## config.mk

```make
export PLATFORM = sky130hd
export DESIGN_NAME = one_wire_rom_search_top
export DESIGN_NICKNAME = d
export VERILOG_FILES = /design/src/ows_pkg.sv /design/src/ows_core.sv /design/src/one_wire_rom_search_top.sv
export SDC_FILE = /design/constraint.sdc
export NUM_CORES = 1
export LEC_CHECK = 0
export BUFFER_PORTS_ARGS = -buffer_cell sky130_fd_sc_hd__buf_4
export CORE_UTILIZATION = 60
export DETAILED_ROUTE_END_ITERATION = 10
export PLACE_DENSITY = 0.82
export SLEW_MARGIN = 30
export SYNTH_ARGS = -nofsm -noshare
export SYNTH_HDL_FRONTEND = slang
export SYNTH_HIERARCHICAL = 1
export SYNTH_SLANG_ARGS = --single-unit
```

## constraint.sdc

```tcl
create_clock -name clk -period 21.8 [get_ports clk]
set_clock_uncertainty 0.2 [all_clocks]
set_input_delay 2.18 -clock clk [delete_from_list [all_inputs] [get_ports clk]]
set_output_delay 2.18 -clock clk [all_outputs]
set_load 0.1 [all_outputs]
```

## src/ows_pkg.sv

```systemverilog
// Shared types, status codes and CRC helper for the 1-Wire ROM search engine.
// No dependencies; imported by ows_core and one_wire_rom_search_top.
`default_nettype none

package ows_pkg;

  // Request kinds
  localparam logic OP_START = 1'b0;
  localparam logic OP_PAIR  = 1'b1;

  // Result status codes
  localparam logic [2:0] ST_IGNORED  = 3'd0;
  localparam logic [2:0] ST_SEND_CMD = 3'd1;
  localparam logic [2:0] ST_CONTINUE = 3'd2;
  localparam logic [2:0] ST_FOUND    = 3'd3;
  localparam logic [2:0] ST_NOTFOUND = 3'd4;

  // Bit positions run 1..64; 65 marks a finished pass
  localparam logic [6:0] ROM_BITS     = 7'd64;
  localparam logic [6:0] POS_DONE     = 7'd65;
  localparam logic [6:0] FAMILY_LIMIT = 7'd9;

  // Reflected form of the Dallas CRC8 polynomial x^8 + x^5 + x^4 + 1
  localparam logic [7:0] CRC_POLY_REFL = 8'h8C;

  typedef struct packed {
    logic op;
    logic first_search;
    logic no_presence;
    logic id_bit;
    logic cmp_bit;
  } ows_in_t;

  typedef struct packed {
    logic [2:0]  status;
    logic        send_bit;
    logic        direction;
    logic [63:0] rom_value;
    logic [7:0]  crc_value;
    logic        last_device;
    logic [3:0]  family_mark;
  } ows_out_t;

  // Fold one byte into the CRC, lsb first
  function automatic logic [7:0] crc_fold_byte(input logic [7:0] crc_in,
                                               input logic [7:0] data_in);
    logic [7:0] crc;
    logic [7:0] data;
    crc  = crc_in;
    data = data_in;
    for (int i = 0; i < 8; i++) begin
      if (crc[0] ^ data[0]) begin
        crc = (crc >> 1) ^ CRC_POLY_REFL;
      end else begin
        crc = crc >> 1;
      end
      data = data >> 1;
    end
    return crc;
  endfunction

endpackage

`default_nettype wire

```

## src/ows_core.sv

```systemverilog
// Search state registers and the per-request decision logic.
// Depends on ows_pkg (request/result types, status codes, CRC helper).
`default_nettype none

module ows_core (
  input  logic              clk,
  input  logic              rst_n,
  input  logic              fire,
  input  ows_pkg::ows_in_t  item,
  output ows_pkg::ows_out_t result
);
  import ows_pkg::*;

  logic [63:0] rom_r, rom_nxt;
  logic [6:0]  ld_r, ld_nxt;
  logic [3:0]  fam_r, fam_nxt;
  logic        lds_r, lds_nxt;
  logic [6:0]  pos_r, pos_nxt;
  logic [6:0]  lzp_r, lzp_nxt;
  logic [7:0]  crc_r, crc_nxt;
  logic        srch_r, srch_nxt;

  logic [2:0]  status;
  logic        send;
  logic        dir;
  logic [5:0]  idx;

  assign idx = pos_r[5:0] - 6'd1;

  always_comb begin
    rom_nxt  = rom_r;
    ld_nxt   = ld_r;
    fam_nxt  = fam_r;
    lds_nxt  = lds_r;
    pos_nxt  = pos_r;
    lzp_nxt  = lzp_r;
    crc_nxt  = crc_r;
    srch_nxt = srch_r;
    status   = ST_IGNORED;
    send     = 1'b0;
    dir      = 1'b0;

    if (item.op == OP_START) begin
      pos_nxt = 7'd1;
      lzp_nxt = '0;
      crc_nxt = '0;
      if (item.first_search || (lds_r && !item.first_search) || item.no_presence) begin
        ld_nxt  = '0;
        fam_nxt = '0;
        lds_nxt = 1'b0;
      end
      if ((lds_r && !item.first_search) || item.no_presence) begin
        srch_nxt = 1'b0;
        status   = ST_NOTFOUND;
      end else begin
        srch_nxt = 1'b1;
        status   = ST_SEND_CMD;
      end
    end else if (srch_r) begin
      if (item.id_bit && item.cmp_bit) begin
        // nobody answered: drop the pass, keep partial ROM and CRC
        ld_nxt   = '0;
        fam_nxt  = '0;
        lds_nxt  = 1'b0;
        srch_nxt = 1'b0;
        status   = ST_NOTFOUND;
      end else begin
        if (item.id_bit != item.cmp_bit) begin
          dir = item.id_bit;
        end else begin
          if (pos_r < ld_r) begin
            dir = rom_r[idx];
          end else begin
            dir = (pos_r == ld_r);
          end
          if (!dir) begin
            lzp_nxt = pos_r;
            if (pos_r < FAMILY_LIMIT) begin
              fam_nxt = pos_r[3:0];
            end
          end
        end
        rom_nxt[idx] = dir;
        send = 1'b1;
        if (pos_r[2:0] == 3'd0) begin
          crc_nxt = crc_fold_byte(crc_r, rom_nxt[{idx[5:3], 3'b000} +: 8]);
        end
        if (pos_r >= ROM_BITS) begin
          srch_nxt = 1'b0;
          pos_nxt  = POS_DONE;
          ld_nxt   = lzp_nxt;
          if (lzp_nxt == 7'd0) begin
            lds_nxt = 1'b1;
          end
          if (rom_nxt[7:0] == 8'd0) begin
            ld_nxt  = '0;
            fam_nxt = '0;
            lds_nxt = 1'b0;
            status  = ST_NOTFOUND;
          end else begin
            status = ST_FOUND;
          end
        end else begin
          pos_nxt = pos_r + 7'd1;
          status  = ST_CONTINUE;
        end
      end
    end
  end

  always_ff @(posedge clk) begin
    if (!rst_n) begin
      rom_r  <= '0;
      ld_r   <= '0;
      fam_r  <= '0;
      lds_r  <= 1'b0;
      pos_r  <= 7'd1;
      lzp_r  <= '0;
      crc_r  <= '0;
      srch_r <= 1'b0;
    end else if (fire) begin
      rom_r  <= rom_nxt;
      ld_r   <= ld_nxt;
      fam_r  <= fam_nxt;
      lds_r  <= lds_nxt;
      pos_r  <= pos_nxt;
      lzp_r  <= lzp_nxt;
      crc_r  <= crc_nxt;
      srch_r <= srch_nxt;
    end
  end

  assign result.status      = status;
  assign result.send_bit    = send;
  assign result.direction   = dir;
  assign result.rom_value   = rom_nxt;
  assign result.crc_value   = crc_nxt;
  assign result.last_device = lds_nxt;
  assign result.family_mark = fam_nxt;

  a_pos_range: assert property (@(posedge clk) disable iff (!rst_n)
    srch_r |-> (pos_r != 7'd0) && (pos_r <= ROM_BITS))
    else $error("bit position out of range during a pass");

  a_idle_pair_holds: assert property (@(posedge clk) disable iff (!rst_n)
    (fire && item.op == OP_PAIR && !srch_r) |=> $stable(rom_r) && $stable(crc_r))
    else $error("pair while idle changed search state");

  a_family_range: assert property (@(posedge clk) disable iff (!rst_n)
    fam_r <= 4'd8)
    else $error("family discrepancy beyond family byte");

  a_found_family: assert property (@(posedge clk) disable iff (!rst_n)
    (fire && status == ST_FOUND) |=> (rom_r[7:0] != 8'd0) && !srch_r)
    else $error("found reported with zero family byte or pass still open");

endmodule

`default_nettype wire

```

## src/one_wire_rom_search_top.sv

```systemverilog
// A request waits in the input register; its result is held in the result register.
// Throughput: one request per cycle unless out_stall holds a full result register;
// set by the input register, combinational ows_core logic and the result register.
// Reset (rst_n low, synchronous): both registers empty, search idle, ROM code,
// CRC and discrepancy state cleared, bit position back to one.
// Depends on ows_pkg and ows_core.
`default_nettype none

module one_wire_rom_search_top (
  input  logic              clk,
  input  logic              rst_n,
  input  logic              in_valid,
  output logic              in_stall,
  input  ows_pkg::ows_in_t  in_data,
  output logic              out_valid,
  input  logic              out_stall,
  output ows_pkg::ows_out_t out_data
);
  import ows_pkg::*;

  logic     in_valid_r, in_valid_nxt;
  ows_in_t  in_data_r;
  logic     out_valid_r, out_valid_nxt;
  ows_out_t out_data_r;
  ows_out_t result;
  logic     advance;
  logic     accept;
  logic     fire;

  // Advance the held request whenever the result slot is free or being drained.
  assign advance  = !out_valid_r || !out_stall;
  // Stall the requester only when a held request cannot move on this cycle.
  assign in_stall = in_valid_r && !advance;
  assign accept   = in_valid && !in_stall;
  assign fire     = in_valid_r && advance;

  always_comb begin
    in_valid_nxt = in_valid_r;
    if (accept) begin
      in_valid_nxt = 1'b1;
    end else if (fire) begin
      in_valid_nxt = 1'b0;
    end

    out_valid_nxt = out_valid_r;
    if (fire) begin
      out_valid_nxt = 1'b1;
    end else if (!out_stall) begin
      out_valid_nxt = 1'b0;
    end
  end

  always_ff @(posedge clk) begin
    if (!rst_n) begin
      in_valid_r  <= 1'b0;
      out_valid_r <= 1'b0;
    end else begin
      in_valid_r  <= in_valid_nxt;
      out_valid_r <= out_valid_nxt;
    end
  end

  // Payload registers: load only on a handshake, hold otherwise.
  always_ff @(posedge clk) begin
    if (accept) begin
      in_data_r <= in_data;
    end
    if (fire) begin
      out_data_r <= result;
    end
  end

  // Decision logic and search state; updates only when the request moves on.
  ows_core u_core (
    .clk    (clk),
    .rst_n  (rst_n),
    .fire   (fire),
    .item   (in_data_r),
    .result (result)
  );

  assign out_valid = out_valid_r;
  assign out_data  = out_data_r;

  a_no_overwrite: assert property (@(posedge clk) disable iff (!rst_n)
    (out_valid_r && out_stall) |-> !fire)
    else $error("result overwritten while stalled");

  a_held_moves: assert property (@(posedge clk) disable iff (!rst_n)
    fire |=> out_valid_r)
    else $error("processed request produced no result");

  a_stall_only_full: assert property (@(posedge clk) disable iff (!rst_n)
    in_stall |-> in_valid_r && out_valid_r)
    else $error("input stalled with room downstream");

endmodule

`default_nettype wire
```

==> results of run 1 <==
==> metrics by stage <==
| step | hold slack, ns | setup WS [ns] |
|---|---|---|
| 2_1_floorplan | 0.243 | 11.69 |
| 3_3_place_gp | 0.248 | 16.56 |
| 3_5_place_dp | 0.260 | 16.40 |
| 4_1_cts | 0.275 | 16.35 |
| 5_1_grt | 0.299 | 15.88 |
| 6_report | 0.270 | 16.28 |
==> critical path, delay by kind of cell (launching register included) <==
| kind | cells | cell delay [ns] |
|---|---|---|
| simple gates | 4 | 1.06 |
| fa+ha+maj | 2 | 1.32 |
| xor+xnor | 2 | 0.76 |
| buf+inv | 1 | 0.31 |
| compound gates | 5 | 1.41 |
| flops | 1 | 0.33 |
==> area by class of cell <==
type / instances / area share, %
tap: 216 / 2.42
clock inverter: 12 / 0.864
inverter: 19 / 0.640
timing repair buffer: 102 / 6.87
sequential: 188 / 41.6
clock buffer: 20 / 4.39
multi-input combinational: 707 / 43.3
==> power by group through the flow <==
stage          logic [mW]  registers, mW  clock network [mW]
6_report            0.190          0.402               0.306
5_1_grt             0.202          0.403               0.322
4_1_cts             0.188          0.401               0.308
3_5_place_dp        0.187          0.409                   0
3_3_place_gp        0.185          0.409                   0
2_1_floorplan      0.0967          0.461                   0
==> kinds of logic (layout without fill, tap and decap cells) <==
family / count (synthesis) / after routing / share of synthesized area, %
muxes: 36 / 36 / 5.50
adders and majority gates: 11 / 11 / 1.40
DFF: 188 / 188 / 47.0
and+or+nand+nor: 349 / 349 / 18.2
AOI/OAI and AO/OA: 284 / 284 / 20.4
buffers and inverters: 96 / 153 / 4.15
xor gates and xnor gates: 27 / 27 / 3.31
==> routing by layer <==
| layer | up-vias | part of all wire, % | GRT usage (%) |
|---|---|---|---|
| li1 | 3730 | - | - |
| met1 | 3896 | 41 | 41.5 |
| met2 | 424 | 47 | 49.8 |
| met3 | 87 | 7.3 | 5.29 |
| met4 | 0 | 4.0 | 16.0 |
| met5 | - | 0 | 0 |
==> placed cells by master, fill, tap and decap left out, types with 24 or more instances in the layout <==
master and n:
dfxtp_1 101, o31ai_1 34, or2_2 55, o211a_1 53, buf_4 102, o21ai_0 101, nor2_1 61, and2_1 24
nand2_1 105, edfxtp_1 87
==> final timing paths <==
check	startpoint	endpoint	slack, ns	cells after the start
min	u_core/fam_r[0]	u_core/fam_r[0]	0.27	1
max reg2reg	u_core/pos_r[0]	out_data[7]	16.28	14
min reg2reg	u_core/fam_r[0]	u_core/fam_r[0]	0.27	1
max	u_core/pos_r[0]	out_data[7]	16.28	14
==> sequential cells by signal, summed over array words and instances, names as in the netlist <==
register / flops
in_data_r: 5
in_valid_r: 1
out_data: 82
out_valid: 1
u_core/crc_r: 8
u_core/fam_r: 4
u_core/ld_r: 7
u_core/lds_r: 1
u_core/lzp_r: 7
u_core/pos_r: 7
u_core/rom_r: 64
u_core/srch_r: 1
==> impl_metrics.csv, run 1 <==
group,metric,value,unit
yosys,yosysSeqAreaShare,47.0,%
floorplanning,core,15900,sq um
clock_network,post_cts_resized,0,
layout,instances_no_fill,1264,
floorplanning,fp.dieArea,16900,sq um
yosys,synth_cells,991,
clock_network,cts_setup_buffers,0,
placed_design,io_buffer_count,92,
worst_setup_path,cp_max_fo,27,
clock_network,cts_root_buffer,"clkbuf_16",
placed_design,dp.cells,1232,
yosys,netlist_top_cells_area,"edfxtp_1 27%, dfxtp_1 21%, o211a_1 5.4%",
sta,fin_setup_tns,0,ns
yosys,yosysTopAreaCell,"edfxtp_1",
grt,grt_pass1_vias,7424,
drt,drc_errors,0,
power,clkPwrFrac,34.1,%
sta,final-setup-viol-count,0,
sta,timing.final.hold_violations,0,
layout,finalNetCount,1055,
placed_design,dp_hpwl,17100,um
drt,wl,25600,um
worst_setup_path,crit_required,21.91,ns
clock_network,insertion_delay,0.44,ns
drt,detail_route.wl_per_cell,20.2,um
yosys,ys.flop_type,"dfxtp_1",
worst_setup_path,cp-end-kind,"register",
worst_setup_path,critical_path_arrival,5.63,ns
yosys,syn_avg_cell_area,9.94,sq um
yosys,yosysWarningCount,6,
layout,syn2layout_area_growth,13.1,%
layout,multi_input_area,4820,sq um
power,pwr-share-comb,21.2,%
hold_path,hold_class,"reg -> reg",
floorplanning,die-height,130,um
yosys,synth_edf_count,87,
clock_network,clk_transition_reported_paths,0.07,ns
sta,layout_min_cycle_time,5.52,ns
worst_setup_path,start_kind,"register",
grt,antenna_found_initial,0,
sta,rsz0062_at_grt,"false",
drt,route.vias.total,8137,
floorplanning,io_pins,93,
status,status,"finished, final reports clean",
power,p_seq_share,44.8,%
yosys,yosysMostFrequentCell,"nand2_1",
sta,maxSlewHeadroom,39.7,%
sta,tightest_slew,0.904,ns
layout,seq_area,4630,sq um
power,powerDensity,80.6,nW/um^2
yosys,synth_seq_cells,188,
worst_setup_path,critical-path-max-stage-delay,0.91,ns
floorplanning,die-width,130,um
clock_network,cts_tree,"yes",
worst_setup_path,path_class,"reg -> reg",
layout,final_util,69.9,%
placed_design,place_congestion,0.965,
worst_setup_path,slowest_stage,"ha_1",
drt,drtIter0Drc,1142,
power,p_sw_share,31.9,%
run,cap_violations,0,
power,vdd_drop_max,54.7,uV
sta,period_share,25.3,%
clock_network,tritoncts.num_buffers,17,
yosys,ys_types,72,
grt,grt_max_degree,92,
placed_design,dpl_cell_area,10600,sq um
yosys,synth_top_area_share,26.5,%
power,internal-power,0.612,mW
layout,drive_gt1_share,22.2,%
sta,report.final.slew_viol_count,0,
yosys,synth_common_cells,"105 x nand2_1, 102 x o21ai_0, 101 x dfxtp_1",
clock_network,htreeDepth,4,
worst_setup_path,path_cells,"clkinv_1 > ha_1 > ha_1 > nand2_1 > o22ai_1 > a22oi_1 > a2111oi_0 > or3b_1 > o22ai_4 > a31oi_1 > xnor2_1 > xnor3_2 > or3_1 > nand3_1",
yosys,syn_nets,1011,
sta,max_freq,181,MHz
grt,grt_usage,31.4,%
floorplanning,placementRows,46,
drt,viasPerCell,6.44,
clock_network,cts_hold_buf,0,
layout,insertedDiodeCount,0,
grt,grt_first_pass_wirelength,39900,um
layout,n_fill_cell,1203,
yosys,async_flop_share,0,%
power,p_sw,0.286,mW
worst_setup_path,timing.critical_path.mode_cell,"ha_1",
clock_network,clockBufferDepth,2,
drt,drtAntennaViolNets,0,
power,leakagePower,4.57,nW
floorplanning,start_util,61.8,%
power,p_total,0.898,mW
grt,grt-ovfl-total,0,
layout,fin_area,11100,sq um
yosys,synthesis.area,9850,sq um
clock_network,cts_sinks,188,
drt,detail_route.first_pass.iterations,6,
No activity file was read; power rests on OpenSTA's default activity.
==> inputs of run 2 (changes only) <==
clock period = 5.4 ns   (was 21.8 ns; I/O delays follow)
==> run 2 against run 1 <==
  * Final area increased by 1.1%
  * Non-clock buffer count is 9 higher
  * Die area unchanged
  * Global-route usage fell by 0.30 points
  * Via count is 0.68% lower
  * Final cell count increased by 0.71%
  * Sequential share of layout area shrank 0.44 points
  * First-iteration DRC count is 20% lower
  * Core utilization grew 0.75 points
==> impl_metrics.csv, run 2 (synthesis gave the netlist of run 1 again) <==
group,metric,value,unit
status,status,"finished, final reports clean",
floorplanning,die-height,130,um
clock_network,clk_transition_reported_paths,0.07,ns
floorplanning,fp.dieArea,16900,sq um
sta,report.final.slew_viol_count,0,
worst_setup_path,rrSetupSlack,0.40,ns
grt,grt_first_pass_wirelength,39800,um
drt,detail_route.wl_per_cell,20.1,um
power,p_seq_share,43.6,%
grt,antenna_found_initial,0,
worst_setup_path,r2r_start,"u_core/pos_r[1]",
layout,n_fill_cell,1206,
hold_path,hold_end,"in_data_r[2]",
sta,timing.final.hold_violations,0,
placed_design,io_buffer_count,92,
worst_setup_path,cp-end-kind,"register",
power,internal-power,2.59,mW
worst_setup_path,worst-r2r-cell-count,14,
clock_network,cts_setup_buffers,0,
grt,grt_pass1_vias,7352,
sta,max_freq,200,MHz
power,p_sw_share,30.5,%
drt,drtAntennaViolNets,0,
sta,fin_ws,0.398,ns
drt,wl,25600,um
power,clkPwrFrac,35.7,%
clock_network,tritoncts.num_buffers,17,
clock_network,cts_hold_buf,0,
clock_network,insertion_delay,0.44,ns
power,pwr-share-comb,20.8,%
run,cap_violations,0,
grt,grt_usage,31.1,%
placed_design,dp_hpwl,17300,um
layout,syn2layout_area_growth,14.4,%
drt,detail_route.first_pass.iterations,8,
grt,grt-ovfl-total,0,
worst_setup_path,crit_required,5.51,ns
layout,final_util,70.7,%
hold_path,hold_depth,1,
placed_design,place_congestion,0.947,
clock_network,cts_sinks,188,
sta,maxSlewHeadroom,37.4,%
layout,seq_area,4630,sq um
floorplanning,die-width,130,um
power,p_sw,1.14,mW
layout,layout_common_cells,"111 x buf_4, 105 x nand2_1, 101 x dfxtp_1, 101 x o21ai_0, 87 x edfxtp_1",
hold_path,min-delay-start,"in_data[2]",
sta,layout_min_cycle_time,5.00,ns
hold_path,hold_class,"in -> reg",
sta,tightest_slew,0.938,ns
power,vdd_drop_max,223,uV
clock_network,htreeDepth,4,
floorplanning,io_pins,93,
worst_setup_path,critical_path_arrival,5.11,ns
sta,fin_setup_tns,0,ns
clock_network,clockBufferDepth,2,
power,leakagePower,4.64,nW
floorplanning,core,15900,sq um
drt,drtIter0Drc,918,
power,powerDensity,331,nW/um^2
worst_setup_path,cp_max_fo,18,
worst_setup_path,start_kind,"register",
clock_network,cts_root_buffer,"clkbuf_16",
grt,grt_max_degree,92,
drt,route.vias.total,8082,
layout,insertedDiodeCount,0,
sta,period_share,92.6,%
floorplanning,start_util,61.8,%
layout,multi_input_area,4820,sq um
drt,viasPerCell,6.35,
layout,largest_reg_flops,82,
drt,drc_errors,0,
clock_network,post_cts_resized,0,
clock_network,cts_tree,"yes",
layout,layout_commonest_cell,"buf_4",
sta,rsz0062_at_grt,"false",
placed_design,dp_slack,0.303,ns
layout,finalNetCount,1064,
worst_setup_path,crit_start,"u_core/pos_r[1]",
sta,final-setup-viol-count,0,
floorplanning,placementRows,46,
worst_setup_path,r2r-end,"out_data[7]",
layout,drive_gt1_share,23.0,%
worst_setup_path,path_class,"reg -> reg",
==> run 2: per-layer routing <==
| metal | part of all wire (%) | track usage [%] | vias to the layer above |
|---|---|---|---|
| met5 | 0 | 0 | - |
| met1 | 43 | 41.7 | 3883 |
| met2 | 47 | 49.4 | 378 |
| met3 | 6.2 | 5.21 | 64 |
| met4 | 2.9 | 14.2 | 0 |
| li1 | - | - | 3757 |
==> run 2: per-stage QoR <==
stage	total power, mW	std cells	cell area [sq um]	hold WS, ns
after floorplan	2.24	991	9860	0.243
after global placement	2.41	1241	10600	0.249
after detailed placement	2.41	1241	10600	0.255
after CTS	3.73	1273	11300	0.0580
after global routing	3.84	1273	11300	0.0612
final	3.73	1273	11300	0.0720
==> run 2: cell type report <==
type	instances	share of cell area (%)
multi-input combinational	707	42.8
inverter	19	0.633
tap	216	2.40
timing repair buffer	111	7.39
clock buffer	21	4.56
sequential	188	41.1
clock inverter	11	1.08
==> run 2: critical path, stage by stage, from the launching register on <==
cell	delay (ns)
dfxtp_1	0.47
inv_1	0.14
ha_1	0.26
ha_2	0.60
nand2b_1	0.16
o22ai_1	0.09
a2111oi_0	0.44
a2111oi_0	0.17
or3b_1	0.45
o22ai_4	0.39
a31oi_1	0.17
xnor2_1	0.30
xnor3_2	0.56
or3_1	0.39
nand3_1	0.08
==> run 2: worst max-delay path by stage <==
| stage | to | slack, ns |
|---|---|---|
| final | out_data[7] | 0.40 |
| after detailed placement | out_data[7] | 0.30 |
| after global routing | out_data[7] | 0.1 |
| after CTS | out_data[7] | 0.28 |
| after global placement | out_data[7] | 0.45 |
| after floorplan | u_core/ld_r[0] | 0.38 |
==> run 2: power groups by stage <==
stage | combinational, mW | clock [mW] | sequential, mW
finish | 0.774 | 1.33 | 1.62
global route | 0.819 | 1.40 | 1.63
CTS | 0.767 | 1.35 | 1.62
detailed placement | 0.762 | 0 | 1.65
global placement | 0.755 | 0 | 1.65
floorplan | 0.390 | 0 | 1.85
